--- src/design/plbm_pkg.sv ---
package plbm_pkg;

    localparam int RING_PIXELS_DEF = 15;

    localparam int SAMPLE_W = 8;
    localparam int LEVEL_W  = 7;
    localparam int INDEX_W  = 6;
    localparam int CLASS_W  = 2;
    localparam int CFG_IDX_W  = 4;
    localparam int CFG_DATA_W = 8;

    // full scale in percent, and the rounding offset of the lit count
    localparam int PCT_FULL   = 100;
    localparam int ROUND_HALF = 50;

    localparam logic [LEVEL_W-1:0] LEVEL_MAX = LEVEL_W'(PCT_FULL);

    localparam logic [CFG_DATA_W-1:0] GREEN_LIMIT_RST = 8'd60;
    localparam logic [CFG_DATA_W-1:0] RED_START_RST   = 8'd85;
    localparam logic [CFG_DATA_W-1:0] DECAY_STEP_RST  = 8'd4;

    localparam logic [CFG_IDX_W-1:0] CFG_GREEN_LIMIT = 4'd0;
    localparam logic [CFG_IDX_W-1:0] CFG_RED_START   = 4'd1;
    localparam logic [CFG_IDX_W-1:0] CFG_DECAY_STEP  = 4'd2;
    localparam logic [CFG_IDX_W-1:0] CFG_REVERSE_BAR = 4'd3;

    typedef enum logic [CLASS_W-1:0] {
        PIX_OFF   = 2'd0,
        PIX_GREEN = 2'd1,
        PIX_AMBER = 2'd2,
        PIX_RED   = 2'd3
    } pix_class_t;

endpackage

--- src/design/peak_level_bargraph_meter_top.sv ---
// Peak level bargraph meter.
// s_ channel: one transaction per frame tick, tdata[7:0] = level sample in
// percent (clamped to 100; a sample not above the held level lets it decay).
// m_ channel: RING_PIXELS transactions per frame, one per ring pixel in
// index order; tlast marks the last pixel of the frame.
// cfg_ channel: register writes (green limit, red start, decay step,
// reverse), always ready; write only while the meter is idle.
// Path: the first pixel of a frame passes the input register, the pixel
// sequencer registers and then the pixel output register.
// Throughput: one pixel per cycle while m_tready is high; the pixel
// sequencer emitting one result per cycle sets this rate.
// A following sample is held in the input register and its frame starts in
// the cycle after the previous frame's last pixel is issued.
// Reset clears the held level to 0, loads the register defaults and empties
// all stages. When m_tready is low the pixel output register holds and the
// sequencer waits; one sample can still be taken into the input register.
module peak_level_bargraph_meter_top
    import plbm_pkg::*;
#(
    parameter int RING_PIXELS = RING_PIXELS_DEF
) (
    input  logic                  aclk,
    input  logic                  aresetn,
    input  logic                  s_tvalid,
    output logic                  s_tready,
    input  logic [7:0]            s_tdata,    // [7:0] level_sample
    output logic                  m_tvalid,
    input  logic                  m_tready,
    output logic [15:0]           m_tdata,    // [5:0] pixel_index, [7:6] pixel_class,
                                              // [14:8] held_level, [15] zero
    output logic                  m_tlast,    // frame_end
    input  logic                  cfg_valid,
    output logic                  cfg_ready,
    input  logic [CFG_IDX_W-1:0]  cfg_index,
    input  logic [CFG_DATA_W-1:0] cfg_data
);

    // scaled pixel position (pos+1)*100 and the lit bound level*N+50
    localparam int SCL_W = $clog2(RING_PIXELS * PCT_FULL + PCT_FULL + 1);
    // thresholds scaled by N: red_start*N and (green_limit+1)*N
    localparam int THR_W = $clog2(256 * RING_PIXELS + 1);
    localparam logic [SCL_W-1:0] STEP_SCL = SCL_W'(PCT_FULL);
    localparam logic [SCL_W-1:0] FIRST_SCL = SCL_W'(PCT_FULL);
    localparam logic [SCL_W-1:0] LAST_SCL = SCL_W'(RING_PIXELS * PCT_FULL);
    localparam logic [INDEX_W-1:0] LAST_PIX = INDEX_W'(RING_PIXELS - 1);
    localparam logic [THR_W-1:0] RED_THR_RST = THR_W'(int'(RED_START_RST) * RING_PIXELS);
    localparam logic [THR_W-1:0] AMB_THR_RST =
        THR_W'((int'(GREEN_LIMIT_RST) + 1) * RING_PIXELS);

    // configuration
    logic [THR_W-1:0]      red_thr_reg;
    logic [THR_W-1:0]      amb_thr_reg;
    logic [CFG_DATA_W-1:0] decay_reg;
    logic                  reverse_reg;

    // input register
    logic                  in_valid_reg;
    logic [SAMPLE_W-1:0]   in_sample_reg;

    // pixel sequencer
    logic                  busy_reg;
    logic [INDEX_W-1:0]    pix_reg;
    logic [SCL_W-1:0]      scl_reg;
    logic [SCL_W-1:0]      bound_reg;
    logic [LEVEL_W-1:0]    level_reg;

    // output register
    logic                  out_valid_reg;
    logic [INDEX_W-1:0]    out_index_reg;
    pix_class_t            out_class_reg;
    logic [LEVEL_W-1:0]    out_level_reg;
    logic                  out_last_reg;

    logic                  advance;
    logic                  last_pix;
    logic                  frame_load;
    logic [LEVEL_W-1:0]    sample_clamped;
    logic [LEVEL_W-1:0]    level_next;
    logic [SCL_W-1:0]      bound_next;
    pix_class_t            class_next;

    assign cfg_ready = 1'b1;
    assign s_tready  = !in_valid_reg;

    assign advance    = !out_valid_reg || m_tready;
    assign last_pix   = (pix_reg == LAST_PIX);
    assign frame_load = in_valid_reg && (!busy_reg || (advance && last_pix));

    always_comb begin
        if (in_sample_reg > SAMPLE_W'(LEVEL_MAX)) begin
            sample_clamped = LEVEL_MAX;
        end else begin
            sample_clamped = in_sample_reg[LEVEL_W-1:0];
        end
        if (sample_clamped > level_reg) begin
            level_next = sample_clamped;
        end else if (CFG_DATA_W'(level_reg) > decay_reg) begin
            level_next = level_reg - decay_reg[LEVEL_W-1:0];
        end else begin
            level_next = '0;
        end
        bound_next = SCL_W'(level_next) * SCL_W'(RING_PIXELS) + SCL_W'(ROUND_HALF);
    end

    // pos < lit  <=>  (pos+1)*100 <= level*N+50
    // pct >= t   <=>  (pos+1)*100 >= t*N
    always_comb begin
        if (scl_reg > bound_reg) begin
            class_next = PIX_OFF;
        end else if (THR_W'(scl_reg) >= red_thr_reg) begin
            class_next = PIX_RED;
        end else if (THR_W'(scl_reg) >= amb_thr_reg) begin
            class_next = PIX_AMBER;
        end else begin
            class_next = PIX_GREEN;
        end
    end

    always_ff @(posedge aclk) begin
        if (!aresetn) begin
            red_thr_reg <= RED_THR_RST;
            amb_thr_reg <= AMB_THR_RST;
            decay_reg   <= DECAY_STEP_RST;
            reverse_reg <= 1'b0;
        end else if (cfg_valid) begin
            unique case (cfg_index)
                CFG_GREEN_LIMIT: amb_thr_reg <= (THR_W'(cfg_data) + THR_W'(1))
                                                * THR_W'(RING_PIXELS);
                CFG_RED_START:   red_thr_reg <= THR_W'(cfg_data) * THR_W'(RING_PIXELS);
                CFG_DECAY_STEP:  decay_reg   <= cfg_data;
                CFG_REVERSE_BAR: reverse_reg <= cfg_data[0];
                default: ;
            endcase
        end
    end

    always_ff @(posedge aclk) begin
        if (!aresetn) begin
            in_valid_reg <= 1'b0;
        end else if (s_tvalid && s_tready) begin
            in_valid_reg <= 1'b1;
        end else if (frame_load) begin
            in_valid_reg <= 1'b0;
        end
    end

    always_ff @(posedge aclk) begin
        if (s_tvalid && s_tready) begin
            in_sample_reg <= s_tdata;
        end
    end

    always_ff @(posedge aclk) begin
        if (!aresetn) begin
            busy_reg  <= 1'b0;
            level_reg <= '0;
        end else if (frame_load) begin
            busy_reg  <= 1'b1;
            level_reg <= level_next;
        end else if (busy_reg && advance && last_pix) begin
            busy_reg  <= 1'b0;
        end
    end

    always_ff @(posedge aclk) begin
        if (frame_load) begin
            pix_reg   <= '0;
            scl_reg   <= reverse_reg ? LAST_SCL : FIRST_SCL;
            bound_reg <= bound_next;
        end else if (busy_reg && advance) begin
            pix_reg <= pix_reg + INDEX_W'(1);
            scl_reg <= reverse_reg ? (scl_reg - STEP_SCL) : (scl_reg + STEP_SCL);
        end
    end

    always_ff @(posedge aclk) begin
        if (!aresetn) begin
            out_valid_reg <= 1'b0;
        end else if (advance) begin
            out_valid_reg <= busy_reg;
        end
    end

    always_ff @(posedge aclk) begin
        if (busy_reg && advance) begin
            out_index_reg <= pix_reg;
            out_class_reg <= class_next;
            out_level_reg <= level_reg;
            out_last_reg  <= last_pix;
        end
    end

    assign m_tvalid = out_valid_reg;
    assign m_tdata  = {1'b0, out_level_reg, out_class_reg, out_index_reg};
    assign m_tlast  = out_last_reg;

    a_last_index: assert property (@(posedge aclk) disable iff (!aresetn)
        m_tvalid && m_tlast |-> out_index_reg == LAST_PIX)
        else $error("frame end on a pixel other than the last");

    a_pix_range: assert property (@(posedge aclk) disable iff (!aresetn)
        busy_reg |-> pix_reg <= LAST_PIX)
        else $error("pixel counter past the ring");

    a_load_busy: assert property (@(posedge aclk) disable iff (!aresetn)
        frame_load |=> busy_reg && pix_reg == '0)
        else $error("frame load did not start the sequencer");

    a_level_range: assert property (@(posedge aclk) disable iff (!aresetn)
        m_tvalid |-> out_level_reg <= LEVEL_MAX)
        else $error("held level above full scale");

endmodule

--- config.mk ---
export PLATFORM = sky130hd
export DESIGN_NAME = peak_level_bargraph_meter_top
export DESIGN_NICKNAME = d
export VERILOG_FILES = /design/src/design/plbm_pkg.sv /design/src/design/peak_level_bargraph_meter_top.sv
export SDC_FILE = /design/constraint.sdc
export NUM_CORES = 1
export LEC_CHECK = 0
export ABC_CLOCK_PERIOD_IN_PS = 12120
export BUFFER_PORTS_ARGS = -buffer_cell sky130_fd_sc_hd__buf_4
export CELL_PAD_IN_SITES_DETAIL_PLACEMENT = 0
export CELL_PAD_IN_SITES_GLOBAL_PLACEMENT = 1
export CORE_MARGIN = 10
export CORE_UTILIZATION = 50
export DETAILED_ROUTE_END_ITERATION = 16
export PLACE_DENSITY = 0.84
export SLEW_MARGIN = 20
export SYNTH_ARGS = -nofsm -noshare
export SYNTH_HDL_FRONTEND = slang
export SYNTH_SLANG_ARGS = --single-unit
--- constraint.sdc ---
create_clock -name aclk -period 12.12 [get_ports aclk]
set_input_delay 3.636 -clock aclk [delete_from_list [all_inputs] [get_ports aclk]]
set_output_delay 3.636 -clock aclk [all_outputs]
set_load 0.02 [all_outputs]
## Word level (Yosys, flattened, before mapping)

Index checks and enable logic that the tools add are counted.

- Add/subtract/negate cells: 6
- Mux-type cells: 13
- Equality and inequality tests: 4
- Magnitude comparators: 6
- Multiply operators: 3
- Reduce and logical (&&, ||, !) cells: 18

Operators with widths:

| operator | number |
|---|---|
| 11-bit 2-to-1 mux | 4 |
| 11-bit by 12-bit greater-or-equal comparator with 1-bit output | 2 |
| 7-bit 2-to-1 mux | 3 |
| 8-bit by 4-bit multiplier with 12-bit output, second input constant | 1 |
| 9-bit by 4-bit multiplier with 12-bit output, second input constant | 1 |
| 11-bit by 6-bit adder with 11-bit output, second input constant | 1 |
| 11-bit by 7-bit adder with 11-bit output, second input constant | 1 |
| 11-bit greater-than comparator | 1 |
| 7-bit by 4-bit multiplier with 11-bit output, second input constant | 1 |
| 11-bit by 7-bit subtractor with 11-bit output, second input constant | 1 |
| 8-bit by 1-bit adder with 9-bit output, second input constant | 1 |
| 4-bit by 2-bit == test with 1-bit output, second input constant | 2 |
| 7-bit by 8-bit greater-than comparator with 1-bit output | 1 |
| 8-bit by 7-bit greater-than comparator with 1-bit output, second input constant | 1 |
| 2-bit AND reduction | 4 |
| 7-bit greater-than comparator | 1 |
| 7-bit subtractor | 1 |
| 6-bit by 1-bit adder with 6-bit output, second input constant | 1 |
| 6-bit by 4-bit == test with 1-bit output, second input constant | 1 |
| 2-bit nonzero test | 3 |
| 1-bit logical AND | 5 |
| 4-bit by 1-bit == test with 1-bit output, second input constant | 1 |
| 4-bit logical NOT | 1 |
| 1-bit 2-to-1 mux | 4 |
| other kinds (3) | 7 |

- Output and inout bits: 20
- Register bits after elaboration: 95
- Bits of input ports: 25

## Longest topological paths before layout

- Word-level depth: 7
- Gate-level depth with buffers: 23
- Depth with buffers taken out: 22

## Worst setup path after synthesis

No wires, ideal clock.

- Path type: input to register
- From: input cfg_data[0]
- To: register amb_thr_reg[10]
- Stages: 12
- Path buffers: 1
- Setup time: 0.116 ns
- Arrival: 6.781 ns
- Path slack: 5.224 ns
- Cell sequence: clkbuf_1 > nand2_1 > xnor2_1 > fa_1 > inv_1 > fa_1 > ha_1 > a21oi_1 > o21ai_0 > a2111oi_0 > o31ai_1 > a31o_1

- Word-level cells in the longest chain between the ends: 2

RTL lines:

| item | line | text |
|---|---|---|
| start, declared | peak_level_bargraph_meter_top.sv:35 | `input logic [CFG_DATA_W-1:0] cfg_data` |
| 8-bit by 1-bit adder with 9-bit output | peak_level_bargraph_meter_top.sv:127 | `CFG_GREEN_LIMIT: amb_thr_reg <= (THR_W'(cfg_data) + THR_W'(1))` |
| 9-bit by 4-bit multiplier with 12-bit output | peak_level_bargraph_meter_top.sv:128 | `* THR_W'(RING_PIXELS);` |
| end signal, assigned | peak_level_bargraph_meter_top.sv:127 |  |
| end, declared | peak_level_bargraph_meter_top.sv:52 | `logic [THR_W-1:0] amb_thr_reg;` |

Every way passes these cells.
A chain may end at the register's enable or synchronous reset.

## Worst setup path in the final report

Same ends and word-level chain as after synthesis.

==> flow_summary.toml <==
[final_layout]
fin_util_pct = 56.09
diodes = 0
final_cell_mix = "ha_1 (109), inv_1 (100), a21oi_1 (51), dfxtp_1 (49)"
multi_input_area_um2 = 4558
fill_cells = 1306
mostFrequentLayoutCell = "ha_1"
fin_cells = 976
regArea_um2 = 2302
drive_gt1_share_pct = 9.470
nets = 960
syn2layout_area_growth_pct = 10.62

[floorplan]
initial_core_util_pct = 50.70
core-area_um2 = 14420
die_x_um = 140.9
io_pins = 45
die_height_um = 140.9
die_area_um2 = 19860
row_count = 44

[critical_path]
r2r_setup_slack_ns = 6.39
critPathTopFamily = "adder cells"
worst-path-buf-inv = 3
crit_chain = "buf_4, ha_1, nand2_1, xnor2_1, inv_1, fa_1, inv_1, fa_1, ha_1, nor2_1, nor2b_1, a2111oi_0, o2111ai_1, o31ai_1, a31o_1"
cp-start-kind = "input pin"
crit_required_ns = 12.42
end_kind = "flip-flop"
cp_data_arrival_time_ns = 7.31
max_stage_delay_ns = 0.53
crit_fanout = 11
crit_cells = 15
crit_path_top_delay_cell = "fa_1"
r2r_cells = 21
critPathKind = "input pin to flip-flop"

[synth]
yosys_register_bits = 93
yosysTopAreaCellShare_pct = 18.65
yosys.area.top_type = "ha_1"
syn_area_per_cell_um2 = 9.777
synth_seq_area_share_pct = 31.48
synth_area_um2 = 7313
synth_cells = 748
synth_area_leaders = "ha_1 (19%), edfxtp_1 (18%), dfxtp_1 (13%), fa_1 (11%), inv_1 (5.1%)"
yosys.cell_types.count = 62
synth-async-reset-ratio_pct = 0
synthesis.nets = 921
synth_edf_count = 44
ys.flop_type = "dfxtp_1"
yosysWarningCount = 0

[routing]
ant_nets = 0
vias_per_cell = 5.367
met3_length_um = 507
dr.pass1.iters = 4
num_vias = 5238
wl_met2_um = 7832
totalWireLength_um = 15680
dr.max_layer_used = "met4"
drc_errors = 0
drt-initial-drc-count = 251
routedLengthMet1_um = 7060
wl_per_cell_um = 16.07

[placed_design]
place_inst = 960
port-buffer-count = 42
hpwlAfterDp_um = 12420
place_congestion = 0.8281
pre_cts_slack_ns = 4.705

[sta]
post-route-period-util_pct = 57.84
finalHoldViolCount = 0
fmax_ghz = 0.1427
timing.final.ws_setup_ns = 5.110
tightest_slew_ns = 0.8980
final-setup-viol-count = 0
rsz0062_at_grt = "no"
drv_slew = 0
period_needed_ns = 7.010
finClkSkew_ns = 0.005569
fin_tns_setup_ns = 0
max_slew_margin_pct = 40.01

[worst_hold_path]
min_path_type = "flip-flop to flip-flop"
min_delay_path_depth = 2

[clock_network]
cts_tree = "yes"
cts_setup_buffers = 0
cts.path.max_buffers = 2
h-tree-depth = 3
numCtsBuffers = 9
post_cts_resize_count = 0
clock_sinks = 93
clock_latency_ns = 0.35
path_clk_slew_ns = 0.07
cts_hold_buf = 0
root_buffer = "clkbuf_16"

[global_route]
grt.total_usage_pct = 16.63
grt_max_degree = 37
gr-total-overflow = 0
grt_pass1_wl_um = 27040
grt_pass1_vias = 5579
antenna_found_initial = 0

[outcome]
outcome = "finished clean"

[job]
drv_cap = 0

[power_and_ir_drop]
p_leak_nw = 3.718
peakVddDrop_mv = 0.09837
powerDensity_nw_per_um2 = 155.7
layer usage:
| layer | track usage (%) | vias up |
|---|---|---|
| met5 | 0 | - |
| met2 | 28.82 | 69 |
| met4 | 6.087 | 0 |
| met3 | 2.419 | 17 |
| met1 | 20.45 | 2506 |
| li1 | - | 2646 |
path summary, 6_finish.rpt:
kind	from	endpoint
max	cfg_data[0]	amb_thr_reg[10]
min	amb_thr_reg[2]	amb_thr_reg[2]
max reg2reg	in_sample_reg[0]	bound_reg[9]
min reg2reg	amb_thr_reg[2]	amb_thr_reg[2]
cells by family (layout without fill, tap and decap cells):
family | Yosys count | count (layout) | synth area share, %
simple gates | 165 | 165 | 10.76
compound gates | 160 | 160 | 14.37
fa+ha+maj | 148 | 148 | 29.32
buf+inv | 118 | 162 | 6.193
flops | 93 | 93 | 31.48
xor+xnor | 43 | 43 | 5.150
mux | 19 | 19 | 2.618
other cells | 2 | 2 | 0.1027
cell usage after synthesis (8+ instances only):
master and instances:
edfxtp_1 44, mux2i_1 18, dfxtp_1 49, nand2_1 48, nor3_1 8, nand3_1 11
a21oi_1 51, o21ai_0 31, ha_1 109, o211ai_1 15, xor2_1 17, clkbuf_1 12
fa_1 39, xnor2_1 26, nor2b_1 8, inv_1 100, nor2_1 48, a21o_1 16
per-stage QoR:
stage	total power (W)	hold WS [ns]	cell area [um^2]
6_report	0.001260	0.4566	8090
4_1_cts	0.001275	0.4571	8090
3_5_place_dp	0.0009915	0.4474	7807
3_3_place_gp	0.0009696	0.4455	7807
5_1_grt	0.001371	0.4811	8090
2_1_floorplan	0.0008549	0.4303	7313
report_power, final:
| part | leakage (nW) | internal (W) | switching (W) | total [W] |
|---|---|---|---|---|
| clock network | 0.136 | 0.000146 | 0.000127 | 0.000273 |
| logic | 2.77 | 0.000259 | 0.000321 | 0.000580 |
| registers | 0.815 | 0.000383 | 0.0000242 | 0.000407 |
| total | 3.72 | 0.000788 | 0.000471 | 0.00126 |
cell type report:
class                           instances  share of cell area (%)
Multi-Input combinational cell        537                   56.34
Sequential cell                        93                   28.46
Inverter                              101                   4.686
Timing Repair Buffer                   45                   4.176
Clock buffer                           10                   2.954
Tap cell                              184                   2.846
Clock inverter                          6                  0.5413
tightest hold or removal path, stage by stage, from the launching register on:
cell	delay (ns)
dfxtp_1	0.31
nand2_1	0.05
a21oi_1	0.05
No activity file was read; power rests on OpenSTA's default activity.
